<file path="config.mk">
export PLATFORM = sky130hd
export DESIGN_NAME = multi_channel_servo_pulse_generator
export DESIGN_NICKNAME = d
export VERILOG_FILES = /design/src/sv/servo_pkg.sv /design/src/sv/servo_width_unit.sv /design/src/sv/servo_angle_unit.sv /design/src/sv/servo_state_core.sv /design/src/sv/multi_channel_servo_pulse_generator.sv
export SDC_FILE = /design/constraint.sdc
export NUM_CORES = 1
export LEC_CHECK = 0
export BUFFER_PORTS_ARGS = -buffer_cell sky130_fd_sc_hd__buf_4
export CAP_MARGIN = 20
export CORE_UTILIZATION = 32
export DETAILED_ROUTE_END_ITERATION = 8
export GPL_TIMING_DRIVEN = 0
export SLEW_MARGIN = 30
export SYNTH_ARGS = -nofsm -noshare
export SYNTH_HDL_FRONTEND = slang
export SYNTH_HIERARCHICAL = 1
export SYNTH_SLANG_ARGS = --single-unit
</file>
<file path="constraint.sdc">
create_clock -name clock -period 8.2 [get_ports clock]
set_input_delay 1.23 -clock clock [delete_from_list [all_inputs] [get_ports clock]]
set_output_delay 1.23 -clock clock [all_outputs]
set_load 0.1 [all_outputs]
</file>
<file path="src/sv/servo_pkg.sv">
// Shared types, field widths, codes and defaults of the servo pulse generator.
package servo_pkg;

   // Field widths of the input and result items.
   localparam int KIND_W      = 2;
   localparam int CHANNEL_W   = 3;
   localparam int VALUE_W     = 16;
   localparam int LEVELS_W    = 8;
   localparam int WIDTH_W     = 12;
   localparam int ANGLE_W     = 8;
   localparam int COUNTER_W   = 16;
   localparam int ACTIVE_W    = 4;
   localparam int CSR_INDEX_W = 1;
   localparam int CSR_DATA_W  = 16;
   localparam int REQ_TDATA_W = 24;
   localparam int RSP_TDATA_W = 32;

   // Width of the numerators fed to the constant dividers (180 * 4095 < 2**20).
   localparam int NUM_W = 20;

   // Item kinds.
   localparam logic [KIND_W-1:0] KIND_TICK  = 2'd0;
   localparam logic [KIND_W-1:0] KIND_ANGLE = 2'd1;
   localparam logic [KIND_W-1:0] KIND_WIDTH = 2'd2;

   // Register indexes of the configuration port.
   localparam logic [CSR_INDEX_W-1:0] CSR_ACTIVE_CHANNELS = 1'd0;
   localparam logic [CSR_INDEX_W-1:0] CSR_FRAME_LENGTH    = 1'd1;

   localparam int ANGLE_MAX = 180;

   // Reset values and parameter defaults.
   localparam logic [ACTIVE_W-1:0]  ACTIVE_RESET = 4'd0;
   localparam logic [COUNTER_W-1:0] FRAME_RESET  = 16'd20000;
   localparam int CHANNELS_DEFAULT      = 8;
   localparam int MIN_PULSE_DEFAULT     = 544;
   localparam int MAX_PULSE_DEFAULT     = 2400;
   localparam int DEFAULT_PULSE_DEFAULT = 1500;

   // Item tag that travels alongside the pipeline payload.
   typedef struct packed {
      logic [KIND_W-1:0]    kind;
      logic [CHANNEL_W-1:0] channel;
   } item_meta_type;

endpackage

</file>
<file path="src/sv/servo_width_unit.sv">
// Two-stage conversion of a set item into the pulse width that it would store.
module servo_width_unit
   import servo_pkg::*;
#(
   parameter int MIN_PULSE = MIN_PULSE_DEFAULT,
   parameter int MAX_PULSE = MAX_PULSE_DEFAULT
) (
   input  logic                 clock,
   input  logic                 reset,
   input  logic                 in_valid,
   output logic                 in_ready,
   input  item_meta_type        in_meta,
   input  logic [VALUE_W-1:0]   in_value,
   output logic                 out_valid,
   input  logic                 out_ready,
   output item_meta_type        out_meta,
   output logic [WIDTH_W-1:0]   out_width
);

   localparam int SPAN     = MAX_PULSE - MIN_PULSE;
   localparam int SPAN_ABS = (SPAN < 0) ? -SPAN : SPAN;
   localparam bit SPAN_NEG = (SPAN < 0);
   localparam logic [WIDTH_W-1:0] SPAN_ABS_W = WIDTH_W'(SPAN_ABS);

   // Division by 180 as a multiplication by a rounded-up reciprocal; exact for
   // every numerator below 2**NUM_W.
   localparam int DIV_SHIFT = NUM_W + $clog2(ANGLE_MAX);
   localparam int PROD_W    = DIV_SHIFT + NUM_W;
   localparam longint unsigned DIV_RECIP =
      ((64'd1 << DIV_SHIFT) + 64'(ANGLE_MAX) - 64'd1) / 64'(ANGLE_MAX);
   localparam logic [PROD_W-1:0] DIV_RECIP_W = PROD_W'(DIV_RECIP);

   localparam int SUM_W = WIDTH_W + 2;
   localparam logic signed [SUM_W-1:0] MIN_S = SUM_W'(MIN_PULSE);
   localparam logic signed [SUM_W-1:0] MAX_S = SUM_W'(MAX_PULSE);
   localparam logic [VALUE_W-1:0] MIN_V = VALUE_W'(MIN_PULSE);
   localparam logic [VALUE_W-1:0] MAX_V = VALUE_W'(MAX_PULSE);

   logic                s1_valid_ff;
   logic                s1_ready;
   item_meta_type       s1_meta_ff;
   logic [NUM_W-1:0]    s1_prod_ff;
   logic [NUM_W-1:0]    s1_prod_in;
   logic [WIDTH_W-1:0]  s1_clamp_ff;
   logic [WIDTH_W-1:0]  s1_clamp_in;
   logic [ANGLE_W-1:0]  angle_sat;
   logic [VALUE_W-1:0]  value_lo;
   logic [VALUE_W-1:0]  value_hi;

   logic                s2_valid_ff;
   logic                s2_ready;
   item_meta_type       s2_meta_ff;
   logic [WIDTH_W-1:0]  s2_width_ff;
   logic [WIDTH_W-1:0]  s2_width_in;
   logic [PROD_W-1:0]   quot_prod;
   logic [WIDTH_W-1:0]  quot;
   logic signed [SUM_W-1:0] width_sum;
   logic signed [SUM_W-1:0] width_lo;
   logic signed [SUM_W-1:0] width_hi;

   assign s2_ready = !s2_valid_ff || out_ready;
   assign s1_ready = !s1_valid_ff || s2_ready;
   assign in_ready = s1_ready;

   // Stage one: saturate the angle and scale it by the span; clamp a raw width.
   always_comb begin
      angle_sat   = (in_value > VALUE_W'(ANGLE_MAX)) ? ANGLE_W'(ANGLE_MAX) : in_value[ANGLE_W-1:0];
      s1_prod_in  = NUM_W'(angle_sat) * NUM_W'(SPAN_ABS_W);
      value_lo    = (in_value < MIN_V) ? MIN_V : in_value;
      value_hi    = (value_lo > MAX_V) ? MAX_V : value_lo;
      s1_clamp_in = value_hi[WIDTH_W-1:0];
   end

   // Stage two: divide by 180, offset by the minimum pulse and clamp.
   always_comb begin
      quot_prod = PROD_W'(s1_prod_ff) * DIV_RECIP_W;
      quot      = quot_prod[DIV_SHIFT +: WIDTH_W];
      if (SPAN_NEG) begin
         width_sum = MIN_S - $signed({2'b00, quot});
      end else begin
         width_sum = MIN_S + $signed({2'b00, quot});
      end
      width_lo = (width_sum < MIN_S) ? MIN_S : width_sum;
      width_hi = (width_lo > MAX_S) ? MAX_S : width_lo;
      if (s1_meta_ff.kind == KIND_ANGLE) begin
         s2_width_in = width_hi[WIDTH_W-1:0];
      end else begin
         s2_width_in = s1_clamp_ff;
      end
   end

   always_ff @(posedge clock) begin
      if (reset) begin
         s1_valid_ff <= 1'b0;
         s2_valid_ff <= 1'b0;
      end else begin
         if (s1_ready) begin
            s1_valid_ff <= in_valid;
         end
         if (s2_ready) begin
            s2_valid_ff <= s1_valid_ff;
         end
      end
   end

   always_ff @(posedge clock) begin
      if (in_valid && s1_ready) begin
         s1_meta_ff  <= in_meta;
         s1_prod_ff  <= s1_prod_in;
         s1_clamp_ff <= s1_clamp_in;
      end
      if (s1_valid_ff && s2_ready) begin
         s2_meta_ff  <= s1_meta_ff;
         s2_width_ff <= s2_width_in;
      end
   end

   assign out_valid = s2_valid_ff;
   assign out_meta  = s2_meta_ff;
   assign out_width = s2_width_ff;

endmodule

</file>
<file path="src/sv/servo_angle_unit.sv">
// Two-stage conversion of a pulse width back into a truncated angle.
module servo_angle_unit
   import servo_pkg::*;
#(
   parameter int MIN_PULSE = MIN_PULSE_DEFAULT,
   parameter int MAX_PULSE = MAX_PULSE_DEFAULT
) (
   input  logic                 clock,
   input  logic                 reset,
   input  logic                 in_valid,
   output logic                 in_ready,
   input  item_meta_type        in_meta,
   input  logic [WIDTH_W-1:0]   in_width,
   output logic                 out_valid,
   input  logic                 out_ready,
   output item_meta_type        out_meta,
   output logic [WIDTH_W-1:0]   out_width,
   output logic [ANGLE_W-1:0]   out_angle
);

   localparam int SPAN      = MAX_PULSE - MIN_PULSE;
   localparam int SPAN_ABS  = (SPAN < 0) ? -SPAN : SPAN;
   localparam bit SPAN_NEG  = (SPAN < 0);
   localparam bit SPAN_ZERO = (SPAN == 0);
   localparam int SPAN_DIV  = SPAN_ZERO ? 1 : SPAN_ABS;

   // Division by the span through a rounded-up reciprocal, exact below 2**NUM_W.
   localparam int DIV_SHIFT = NUM_W + $clog2(SPAN_DIV);
   localparam int PROD_W    = DIV_SHIFT + NUM_W;
   localparam longint unsigned DIV_RECIP =
      ((64'd1 << DIV_SHIFT) + 64'(SPAN_DIV) - 64'd1) / 64'(SPAN_DIV);
   localparam logic [PROD_W-1:0] DIV_RECIP_W = PROD_W'(DIV_RECIP);

   localparam logic [WIDTH_W-1:0] MIN_W = WIDTH_W'(MIN_PULSE);

   logic                s1_valid_ff;
   logic                s1_ready;
   item_meta_type       s1_meta_ff;
   logic [WIDTH_W-1:0]  s1_width_ff;
   logic [NUM_W-1:0]    s1_num_ff;
   logic [NUM_W-1:0]    s1_num_in;
   logic                s1_neg_ff;
   logic                s1_neg_in;
   logic                below_min;
   logic [WIDTH_W-1:0]  diff_mag;

   logic                s2_valid_ff;
   logic                s2_ready;
   item_meta_type       s2_meta_ff;
   logic [WIDTH_W-1:0]  s2_width_ff;
   logic [ANGLE_W-1:0]  s2_angle_ff;
   logic [ANGLE_W-1:0]  s2_angle_in;
   logic [PROD_W-1:0]   quot_prod;
   logic [NUM_W-1:0]    quot;

   assign s2_ready = !s2_valid_ff || out_ready;
   assign s1_ready = !s1_valid_ff || s2_ready;
   assign in_ready = s1_ready;

   // Stage one: magnitude of the offset from the minimum, times 180, and the sign.
   always_comb begin
      below_min = (in_width < MIN_W);
      diff_mag  = below_min ? (MIN_W - in_width) : (in_width - MIN_W);
      s1_num_in = NUM_W'(diff_mag) * NUM_W'(ANGLE_MAX);
      s1_neg_in = below_min ^ SPAN_NEG;
   end

   // Stage two: divide by the span, cap at 180; a negative sign or zero span gives 0.
   always_comb begin
      quot_prod = PROD_W'(s1_num_ff) * DIV_RECIP_W;
      quot      = quot_prod[DIV_SHIFT +: NUM_W];
      if (SPAN_ZERO || s1_neg_ff) begin
         s2_angle_in = '0;
      end else if (quot > NUM_W'(ANGLE_MAX)) begin
         s2_angle_in = ANGLE_W'(ANGLE_MAX);
      end else begin
         s2_angle_in = quot[ANGLE_W-1:0];
      end
   end

   always_ff @(posedge clock) begin
      if (reset) begin
         s1_valid_ff <= 1'b0;
         s2_valid_ff <= 1'b0;
      end else begin
         if (s1_ready) begin
            s1_valid_ff <= in_valid;
         end
         if (s2_ready) begin
            s2_valid_ff <= s1_valid_ff;
         end
      end
   end

   always_ff @(posedge clock) begin
      if (in_valid && s1_ready) begin
         s1_meta_ff  <= in_meta;
         s1_width_ff <= in_width;
         s1_num_ff   <= s1_num_in;
         s1_neg_ff   <= s1_neg_in;
      end
      if (s1_valid_ff && s2_ready) begin
         s2_meta_ff  <= s1_meta_ff;
         s2_width_ff <= s1_width_ff;
         s2_angle_ff <= s2_angle_in;
      end
   end

   assign out_valid = s2_valid_ff;
   assign out_meta  = s2_meta_ff;
   assign out_width = s2_width_ff;
   assign out_angle = s2_angle_ff;

endmodule

</file>
<file path="src/sv/servo_state_core.sv">
// Frame counter, per-channel width and angle store, configuration and result register.
module servo_state_core
   import servo_pkg::*;
#(
   parameter int CHANNELS      = CHANNELS_DEFAULT,
   parameter int MIN_PULSE     = MIN_PULSE_DEFAULT,
   parameter int MAX_PULSE     = MAX_PULSE_DEFAULT,
   parameter int DEFAULT_PULSE = DEFAULT_PULSE_DEFAULT
) (
   input  logic                     clock,
   input  logic                     reset,
   input  logic                     in_valid,
   output logic                     in_ready,
   input  item_meta_type            in_meta,
   input  logic [WIDTH_W-1:0]       in_width,
   input  logic [ANGLE_W-1:0]       in_angle,
   input  logic                     csr_valid,
   output logic                     csr_ready,
   input  logic [CSR_INDEX_W-1:0]   csr_index,
   input  logic [CSR_DATA_W-1:0]    csr_data,
   output logic                     out_valid,
   input  logic                     out_ready,
   output logic [LEVELS_W-1:0]      out_levels,
   output logic [WIDTH_W-1:0]       out_width,
   output logic [ANGLE_W-1:0]       out_angle
);

   localparam int IDX_W     = (CHANNELS > 1) ? $clog2(CHANNELS) : 1;
   localparam int LEVEL_CH  = (CHANNELS < LEVELS_W) ? CHANNELS : LEVELS_W;
   localparam int CH_CMP_W  = 6;

   // Angle that the default width reads back as.
   localparam int SPAN      = MAX_PULSE - MIN_PULSE;
   localparam int SPAN_DIV  = (SPAN == 0) ? 1 : SPAN;
   localparam int DEF_RAW   = (SPAN == 0) ? 0 :
                              ((DEFAULT_PULSE - MIN_PULSE) * ANGLE_MAX) / SPAN_DIV;
   localparam int DEF_ANGLE = (DEF_RAW < 0) ? 0 : ((DEF_RAW > ANGLE_MAX) ? ANGLE_MAX : DEF_RAW);
   localparam logic [WIDTH_W-1:0] DEF_WIDTH_W = WIDTH_W'(DEFAULT_PULSE);
   localparam logic [ANGLE_W-1:0] DEF_ANGLE_W = ANGLE_W'(DEF_ANGLE);

   logic [COUNTER_W-1:0]  counter_ff;
   logic [COUNTER_W-1:0]  counter_in;
   logic [ACTIVE_W-1:0]   active_ff;
   logic [COUNTER_W-1:0]  frame_ff;
   logic [WIDTH_W-1:0]    width_ff [CHANNELS];
   logic [WIDTH_W-1:0]    width_in [CHANNELS];
   logic [ANGLE_W-1:0]    angle_ff [CHANNELS];
   logic [ANGLE_W-1:0]    angle_in [CHANNELS];

   logic                  out_valid_ff;
   logic [LEVELS_W-1:0]   out_levels_ff;
   logic [LEVELS_W-1:0]   out_levels_in;
   logic [WIDTH_W-1:0]    out_width_ff;
   logic [WIDTH_W-1:0]    out_width_in;
   logic [ANGLE_W-1:0]    out_angle_ff;
   logic [ANGLE_W-1:0]    out_angle_in;

   logic                  take;
   logic                  ch_ok;
   logic                  store;
   logic [7:0]            ch_wide;
   logic [IDX_W-1:0]      idx;
   logic [COUNTER_W-1:0]  frame_len;
   logic [COUNTER_W:0]    counter_inc;

   assign in_ready  = !out_valid_ff || out_ready;
   assign take      = in_valid && in_ready;
   assign csr_ready = 1'b1;

   always_comb begin
      ch_wide = 8'(in_meta.channel);
      idx     = ch_wide[IDX_W-1:0];
      ch_ok   = (CH_CMP_W'(in_meta.channel) < CH_CMP_W'(CHANNELS));
      store   = ch_ok && ((in_meta.kind == KIND_ANGLE) || (in_meta.kind == KIND_WIDTH));

      // A zero frame length counts as one, which pins the counter at zero.
      frame_len   = (frame_ff == '0) ? COUNTER_W'(1) : frame_ff;
      counter_inc = {1'b0, counter_ff} + (COUNTER_W + 1)'(1);
      if (in_meta.kind == KIND_TICK) begin
         if (counter_inc >= {1'b0, frame_len}) begin
            counter_in = '0;
         end else begin
            counter_in = counter_inc[COUNTER_W-1:0];
         end
      end else begin
         counter_in = counter_ff;
      end

      for (int i = 0; i < CHANNELS; i++) begin
         if (store && (idx == IDX_W'(i))) begin
            width_in[i] = in_width;
            angle_in[i] = in_angle;
         end else begin
            width_in[i] = width_ff[i];
            angle_in[i] = angle_ff[i];
         end
      end

      // Levels are taken from the state as it stands after this item.
      out_levels_in = '0;
      for (int i = 0; i < LEVEL_CH; i++) begin
         out_levels_in[i] = (ACTIVE_W'(i) < active_ff) &&
                            (counter_in < COUNTER_W'(width_in[i]));
      end

      if (ch_ok) begin
         out_width_in = width_in[idx];
         out_angle_in = angle_in[idx];
      end else begin
         out_width_in = '0;
         out_angle_in = '0;
      end
   end

   always_ff @(posedge clock) begin
      if (reset) begin
         counter_ff   <= '0;
         active_ff    <= ACTIVE_RESET;
         frame_ff     <= FRAME_RESET;
         out_valid_ff <= 1'b0;
         for (int i = 0; i < CHANNELS; i++) begin
            width_ff[i] <= DEF_WIDTH_W;
            angle_ff[i] <= DEF_ANGLE_W;
         end
      end else begin
         if (in_ready) begin
            out_valid_ff <= in_valid;
         end
         if (take) begin
            counter_ff <= counter_in;
            for (int i = 0; i < CHANNELS; i++) begin
               width_ff[i] <= width_in[i];
               angle_ff[i] <= angle_in[i];
            end
         end
         if (csr_valid) begin
            case (csr_index)
               CSR_ACTIVE_CHANNELS: active_ff <= csr_data[ACTIVE_W-1:0];
               CSR_FRAME_LENGTH:    frame_ff  <= csr_data[COUNTER_W-1:0];
               default: ;
            endcase
         end
      end
   end

   always_ff @(posedge clock) begin
      if (take) begin
         out_levels_ff <= out_levels_in;
         out_width_ff  <= out_width_in;
         out_angle_ff  <= out_angle_in;
      end
   end

   assign out_valid  = out_valid_ff;
   assign out_levels = out_levels_ff;
   assign out_width  = out_width_ff;
   assign out_angle  = out_angle_ff;

endmodule

</file>
<file path="src/sv/multi_channel_servo_pulse_generator.sv">
// Top level of the multi-channel servo pulse generator.
//
//  Channel  | Direction | Handshake            | Payload
//  ---------+-----------+----------------------+-------------------------------------------
//  req      | in        | req_tvalid/tready    | tuser: kind; tdata: channel, value
//  rsp      | out       | rsp_tvalid/tready    | tdata: pin_levels, channel_width, angle
//  csr      | in        | csr_valid/csr_ready  | csr_index, csr_data
//
// The block takes one request transaction per clock cycle unless a stalled result backs up
// the stages. Each item passes five register stages: two turn a set item into a pulse
// width, two more turn that width back into an angle, and the last updates the frame
// counter and channel store and loads the result register. Synchronous reset clears every
// valid flag and the counter, sets each channel to the default pulse width, and returns
// the configuration to no active channels and a 20000-tick frame. A stalled result only
// holds the stages that are full; bubbles ahead of it still fill.
module multi_channel_servo_pulse_generator
   import servo_pkg::*;
#(
   parameter int CHANNELS      = CHANNELS_DEFAULT,
   parameter int MIN_PULSE     = MIN_PULSE_DEFAULT,
   parameter int MAX_PULSE     = MAX_PULSE_DEFAULT,
   parameter int DEFAULT_PULSE = DEFAULT_PULSE_DEFAULT
) (
   input  logic                     clock,
   input  logic                     reset,
   input  logic                     req_tvalid,
   output logic                     req_tready,
   input  logic [REQ_TDATA_W-1:0]   req_tdata,   // channel [2:0], value [18:3], zero pad
   input  logic [KIND_W-1:0]        req_tuser,   // kind [1:0]
   output logic                     rsp_tvalid,
   input  logic                     rsp_tready,
   output logic [RSP_TDATA_W-1:0]   rsp_tdata,   // pin_levels [7:0], channel_width [19:8],
                                                 // channel_angle [27:20], zero pad
   input  logic                     csr_valid,
   output logic                     csr_ready,
   input  logic [CSR_INDEX_W-1:0]   csr_index,
   input  logic [CSR_DATA_W-1:0]    csr_data
);

   item_meta_type         req_meta;
   logic [VALUE_W-1:0]    req_value;

   logic                  wu_valid;
   logic                  wu_ready;
   item_meta_type         wu_meta;
   logic [WIDTH_W-1:0]    wu_width;

   logic                  au_valid;
   logic                  au_ready;
   item_meta_type         au_meta;
   logic [WIDTH_W-1:0]    au_width;
   logic [ANGLE_W-1:0]    au_angle;

   logic [LEVELS_W-1:0]   rsp_levels;
   logic [WIDTH_W-1:0]    rsp_width;
   logic [ANGLE_W-1:0]    rsp_angle;

   // Unpack the request transaction.
   assign req_meta.kind    = req_tuser;
   assign req_meta.channel = req_tdata[CHANNEL_W-1:0];
   assign req_value        = req_tdata[CHANNEL_W +: VALUE_W];

   // The width conversion runs for every item; ticks simply ignore its result.
   servo_width_unit #(
      .MIN_PULSE (MIN_PULSE),
      .MAX_PULSE (MAX_PULSE)
   ) u_width (
      .clock     (clock),
      .reset     (reset),
      .in_valid  (req_tvalid),
      .in_ready  (req_tready),
      .in_meta   (req_meta),
      .in_value  (req_value),
      .out_valid (wu_valid),
      .out_ready (wu_ready),
      .out_meta  (wu_meta),
      .out_width (wu_width)
   );

   // The readback angle is computed for every item and stored with a written width.
   servo_angle_unit #(
      .MIN_PULSE (MIN_PULSE),
      .MAX_PULSE (MAX_PULSE)
   ) u_angle (
      .clock     (clock),
      .reset     (reset),
      .in_valid  (wu_valid),
      .in_ready  (wu_ready),
      .in_meta   (wu_meta),
      .in_width  (wu_width),
      .out_valid (au_valid),
      .out_ready (au_ready),
      .out_meta  (au_meta),
      .out_width (au_width),
      .out_angle (au_angle)
   );

   // All state lives here, so items see each other's effects strictly in order.
   servo_state_core #(
      .CHANNELS      (CHANNELS),
      .MIN_PULSE     (MIN_PULSE),
      .MAX_PULSE     (MAX_PULSE),
      .DEFAULT_PULSE (DEFAULT_PULSE)
   ) u_core (
      .clock      (clock),
      .reset      (reset),
      .in_valid   (au_valid),
      .in_ready   (au_ready),
      .in_meta    (au_meta),
      .in_width   (au_width),
      .in_angle   (au_angle),
      .csr_valid  (csr_valid),
      .csr_ready  (csr_ready),
      .csr_index  (csr_index),
      .csr_data   (csr_data),
      .out_valid  (rsp_tvalid),
      .out_ready  (rsp_tready),
      .out_levels (rsp_levels),
      .out_width  (rsp_width),
      .out_angle  (rsp_angle)
   );

   // Pack the result transaction.
   assign rsp_tdata = {(RSP_TDATA_W - LEVELS_W - WIDTH_W - ANGLE_W)'(0),
                       rsp_angle, rsp_width, rsp_levels};

endmodule

</file>
# [Word-level counts from Yosys, hierarchy flattened]
# Memory sizes are Yosys's and may differ from the RTL's.
# Index checks and enable logic that the tools add are counted.
[classes] addsub=4 mul=4 order_cmp=25 n_eq_ne=10 mux=53 bitwise=18 n_reduce_logical=38
[op_table] op="two-way mux 12 bit" count=21
[op_table] op="two-way mux 8 bit" count=20
[op_table] op="less-than comparator 16 x 12 -> 1 bit" count=8
[op_table] op="two-way mux 16 bit" count=4
[op_table] op="multiplier 18 x 20 -> 38 bit, second input constant" count=1
[op_table] op="binary-select mux 12 bit (select 3 bit)" count=1
[op_table] op="multiplier 13 x 21 -> 34 bit, second input constant" count=1
[op_table] op="binary-select mux 8 bit (select 3 bit)" count=1
[op_table] op="logical AND 1 bit" count=21
[op_table] op="multiplier 12 x 6 -> 18 bit, second input constant" count=1
[op_table] op="adder 16 x 1 -> 17 bit, second input constant" count=1
[op_table] op="greater-or-equal comparator 17 x 16 -> 1 bit" count=1
[op_table] op="> comparator 16 x 12 -> 1 bit, second input constant" count=1
[op_table] op="> comparator 16 x 8 -> 1 bit, second input constant" count=1
[op_table] op="zero test 16 bit" count=1
[op_table] op="less-than comparator 16 x 10 -> 1 bit, second input constant" count=1
[op_table] op="less-than comparator 3 x 4 -> 1 bit, first input constant" count=4
[op_table] op="bitwise OR 1 bit" count=16
[op_table] op="> comparator 14 x 13 -> 1 bit, second input constant" count=1
[op_table] op="less-than comparator 14 x 11 -> 1 bit, second input constant" count=1
[op_table] op="adder 10 x 12 -> 13 bit, first input constant" count=1
[op_table] op="multiplier 8 x 5 -> 13 bit, second input constant" count=1
[op_table] op="two-way mux 13 bit" count=1
[op_table] op="== test 3 bit, second input constant" count=4
[op_table] op="other kinds (20)" count=38
[totals] regBits=177 mem_bits_rw=160 out_inout_bits=35 mem_count=2
[mem_list] memory="u_core.width_ff" words=8 word_bits=12 read_ports=8 rd_ports_with_merged_regs=0 write_ports=8 line_no="servo_state_core.sv:45" text="logic [WIDTH_W-1:0] width_ff [CHANNELS];"
[mem_list] memory="u_core.angle_ff" words=8 word_bits=8 read_ports=8 rd_ports_with_merged_regs=0 write_ports=8 line_no="servo_state_core.sv:47" text="logic [ANGLE_W-1:0] angle_ff [CHANNELS];"

# [Longest topological paths before layout]
[depth] word_depth=7 ltp_mapped=24 ltp_nobuf=23

# [Cells and area by module]
# Netlist, hierarchy kept.
[by_module_without_submodules] mod="servo_state_core" n_inst=1 cells_per_inst=1429 area_each_um2=14448.9 seq_area_each_um2=6386.1
[by_module_without_submodules] mod="servo_angle_unit" n_inst=1 cells_per_inst=976 area_each_um2=9985.8 seq_area_each_um2=1841.8
[by_module_without_submodules] mod="servo_width_unit" n_inst=1 cells_per_inst=781 area_each_um2=7490.9 seq_area_each_um2=1451.4
[by_module_without_submodules] mod="multi_channel_servo_pulse_generator" n_inst=1 cells_per_inst=5 area_each_um2=33.8 seq_area_each_um2=0.0

# [Least setup slack after synthesis]
# OpenSTA, ideal clock, no wires.
[synth_timing] kind="flip-flop to flip-flop" start="register u_width.s1_prod_ff[18]" end="register u_width.s2_width_ff[5], in the netlist u_width/out_width[5] (data pin)" t_arrival_ps=6309 required_ps=7939 slack_ps=1630 path_stages_with_launch=24 n_path_buf=0 synth_period_minus_slack_ps=6570 path_cell_list="edfxtp_1 > ha_1 > inv_1 > fa_1 > inv_1 > fa_1 > inv_1 > fa_1 > inv_1 > fa_1 > ha_1 > a21oi_1 > o21ai_0 > and2_1 > o211a_1 > nor4_4 > ha_1 > inv_1 > nor3_2 > nand3_2 > or4b_4 > a31oi_4 > o21ai_2 > o32a_1"
[synth_via] elab_chain_len=7
[synth_rtl] item="start: declaration" line_no="servo_width_unit.sv:42" text="logic [NUM_W-1:0] s1_prod_ff;"
[synth_rtl] item="start signal: assignment" line_no="servo_width_unit.sv:109" text="s1_prod_ff <= s1_prod_in;"
[synth_rtl] item="multiplier 13 x 21 -> 34 bit *" line_no="servo_width_unit.sv:76" text="quot_prod = PROD_W'(s1_prod_ff) * DIV_RECIP_W;"
[synth_rtl] item="adder 10 x 12 -> 13 bit *" line_no="servo_width_unit.sv:81" text="width_sum = MIN_S + $signed({2'b00, quot});"
[synth_rtl] item="less-than comparator 14 x 11 -> 1 bit" line_no="servo_width_unit.sv:83" text="width_lo = (width_sum < MIN_S) ? MIN_S : width_sum;"
[synth_rtl] item="two-way mux 13 bit *" line_no="servo_width_unit.sv:83"
[synth_rtl] item="> comparator 14 x 13 -> 1 bit" line_no="servo_width_unit.sv:84" text="width_hi = (width_lo > MAX_S) ? MAX_S : width_lo;"
[synth_rtl] item="two-way mux 12 bit *" line_no="servo_width_unit.sv:84"
[synth_rtl] item="two-way mux 12 bit *" line_no="servo_width_unit.sv:85" text="if (s1_meta_ff.kind == KIND_ANGLE) begin"
[synth_rtl] item="net u_width.s2_width_in[5]" line_no="servo_width_unit.sv:54" text="logic [WIDTH_W-1:0] s2_width_in;"
[synth_rtl] item="end signal: assignment" line_no="servo_width_unit.sv:114" text="s2_width_ff <= s2_width_in;"
[synth_rtl] item="end: declaration" line_no="servo_width_unit.sv:53" text="logic [WIDTH_W-1:0] s2_width_ff;"
# Mark *: on every way through the listed nets, which the timed path passes. The rest lies on a longest branch.
# A chain may end at the register's enable or synchronous reset.

# [Worst setup path in the final report]
# Ends and elaborated chain as after synthesis.

==> flow_summary.ini <==
[yosys]
synth_top_family_by_area = adder cells
async_reset_ff_share_pct = 0
muxShareOfSynthArea_pct = 5.95
ys_seq_elements = 336
synth_compound_area_share_pct = 11.6
yosysWarnings = 6
ys.flop_type = edfxtp_1
yosys.area_share.simple_pct = 11.9
synthXorXnorAreaFrac_pct = 1.84
syn_area_per_cell_um2 = 10.0
syn_inst = 3191
ys_types = 112
synth_edf_count = 295
synthAdderAreaFrac_pct = 30.2
synth.cell_area_um2 = 32000
ys_seq_area_share_pct = 30.3

[clock_tree]
ctsResizeCount = 0
clock_latency_ns = 0.58
holdBufCountCts = 0
cts_tree = yes
cts_post_setup_buffers_inserted = 0
cts_made_buffers = 39
cts_root_buf = clkbuf_16
cts.sinks = 336
h-tree-depth = 2
cts.path.max_buffers = 3
path_clk_slew_ns = 0.06

[worst_setup_path]
cpMostUsedCell = inv_1
worstSetupPathType = flop to flop
crit_path_start_kind = flop
crit_slowest_cell = fa_1
crit_arrival_ns = 7.74
critPathMaxStageDelay_ns = 0.54
crit_fanout = 6
endpoint_kind = flop
path_cells = ha_1 -> inv_1 -> fa_1 -> inv_1 -> fa_1 -> inv_1 -> fa_1 -> inv_1 -> fa_1 -> ha_1 -> a21oi_1 -> o21ai_0 -> and2_1 -> o211a_1 -> nor4_4 -> ha_1 -> inv_1 -> nor3_2 -> nand3_2 -> or4b_4 -> a31oi_4 -> o21ai_2 -> o32a_1
crit_required_ns = 8.49

[floorplan]
die_h_um = 318
die_w_um = 318
start_util_pct = 32.4
num_io_pins = 83
num_rows = 115
core_area_um2 = 98700
die-area_um2 = 101000

[timing]
period_needed_ns = 7.45
fmax_mhz = 134
fin_hold_ws_ns = 0.390
fin_worst_skew_ns = 0.0370
finalCritPeriodShare_pct = 90.9
slew_headroom_pct = 36.2
setup_viol = 0
worst_pin_slew_ns = 0.957
slew_violations = 0
rsz0062_at_grt = no
hold_viol_final = 0
setup_tns_ns = 0

[grt]
grt.total_usage_pct = 16.7
grt_pass1_wl_um = 133000
grt-ovfl-total = 0
grt_start_max_net_pins = 47
grt_pass1_vias = 23700
antenna_found_initial = 5

[placed_design]
io_buffers = 72
hpwlAfterDp_um = 68200
gp_congestion = 0.881

[cells_and_area]
multi_input_area_um2 = 19700
fillers = 9944
nNetsFinal = 3999
antennaDiodeCount = 0
drive_gt1_share_pct = 9.00
seqCellArea_um2 = 9680
area_growth_pct = 11.7

[hold_path]
hold_class = flop to flop

[route]
drt-pass1-iter-count = 5
wl_per_cell_um = 18.2
post-route-drc-count = 0
drt-vias-per-instance = 5.09
drtIter0Drc = 1725
via_count = 23600
wl_um = 84400
antenna_left = 0

[outcome]
status = finished, final reports clean

[flow_run]
max_cap_viol_count = 0
-- critical path: cells and delay by family (launching register included) --
family                   cells  cell delay [ns]
AND/OR/NAND/NOR              5             1.61
adder cells (fa/ha/maj)      7             3.23
buffers and inverters        5             0.38
AO/OA/AOI/OAI                6             1.40
flip-flops                   1             0.51
-- state kept, by name, summed over array words and instances, names as in the netlist, 12 cells and up --
register,count
u_angle/out_width,12
u_angle/s1_num_ff,17
u_angle/s1_width_ff,12
u_core/angle_ff,64
u_core/counter_ff,16
u_core/frame_ff,16
u_core/out_width,12
u_core/width_ff,96
u_width/out_width,12
u_width/s1_clamp_ff,12
u_width/s1_prod_ff,13
-- cells in the final DEF (no fill, tap or decap), drive strengths merged, types with 32 or more instances in the layout --
cell    netlist  routed
a211oi       33      33
a21o         45      45
a21oi       171     171
buf          51     130
clkbuf       80     123
dfxtp        41      41
edfxtp      295     295
fa          225     225
ha          411     411
inv         528     531
mux2i       128     128
nand2       344     344
nand3        80      80
nand4        35      35
nor2        136     136
nor2b        32      32
o21ai        87      87
xnor2        44      44
-- synthesized netlist by cell type (all sizes together), types with 5 or more instances --
library cell,n,area (um^2)
a211o,7,61.3
a211oi,33,305
a21boi,5,37.5
a21o,45,338
a21oi,171,871
a22o,17,150
a22oi,16,125
a31o,8,70.1
a31oi,26,184
a41o,5,50.1
and2,25,156
and3,17,106
buf,51,317
clkbuf,80,312
dfxtp,41,821
edfxtp,295,8860
fa,225,4500
ha,411,5140
inv,528,1980
mux2,5,56.3
mux2i,128,1280
mux4,25,563
nand2,344,1290
nand2b,20,125
nand3,80,420
nand4,35,246
nor2,136,510
nor2b,32,200
nor3,26,135
nor3b,5,37.5
nor4,24,184
o211ai,24,190
o21a,6,45.0
o21ai,87,443
o21bai,7,52.6
o22ai,14,87.6
o2bb2ai,9,78.8
o31ai,23,173
o41ai,5,62.6
or2,9,56.3
or3,14,95.1
or4b,5,53.8
xnor2,44,385
xor2,23,201
-- kinds of logic (layout without fill, tap and decap cells) --
group                      after synthesis  count (layout)
AOI/OAI and AO/OA                      543             543
xor gates and xnor gates                67              67
adders and majority gates              636             636
buffers and inverters                  661             812
DFF                                    336             336
muxes                                  158             158
other                                    2               5
and+or+nand+nor                        788             788
-- routing by layer --
layer | GRT usage, % | vias up | share of wire, % | wire length [um]
li1 | - | 11300 | - | -
met4 | 4.14 | 10 | 2.2 | 1820
met1 | 23.0 | 11400 | 46 | 38600
met3 | 2.82 | 121 | 6.6 | 5610
met5 | 0 | - | 0.076 | 64
met2 | 27.1 | 688 | 45 | 38400
-- worst paths after layout --
check | startpoint | to | slack, ns | depth (start not counted)
worst max register to register | u_width/s1_prod_ff[18]$_DFFE_PP_ | u_width/out_width[5]$_DFFE_PP_ | 0.75 | 23
worst min-delay path | u_width/out_meta[1]$_DFFE_PP_ | u_angle/s1_meta_ff[1]$_DFFE_PP_ | 0.39 | 0
worst max-delay path | u_width/s1_prod_ff[18]$_DFFE_PP_ | u_width/out_width[5]$_DFFE_PP_ | 0.75 | 23
worst min register to register | u_width/out_meta[1]$_DFFE_PP_ | u_angle/s1_meta_ff[1]$_DFFE_PP_ | 0.39 | 0
-- metrics by stage --
step	std cells	cell area (um^2)	utilization [%]	worst slack (ns)
5_1_grt	4632	35700	36.2	0.433
3_5_place_dp	4561	34300	34.8	0.826
4_1_cts	4632	35700	36.2	0.747
3_3_place_gp	4553	34100	34.6	0.793
6_report	4632	35700	36.2	0.750
2_1_floorplan	3194	32000	-	1.63
-- area by class of cell --
cell class	instances	area share (%)
plain buffers	132	1.81
flip-flops and latches	336	27.1
clock inverters	29	0.999
well taps	1287	4.51
inverters	529	5.56
repair buffers	80	1.98
multi-input cells	2197	55.2
clock buffers	42	2.85
Power is not shown: default switching activity piles up to over one toggle a cycle in this logic, so the estimate is an artifact.
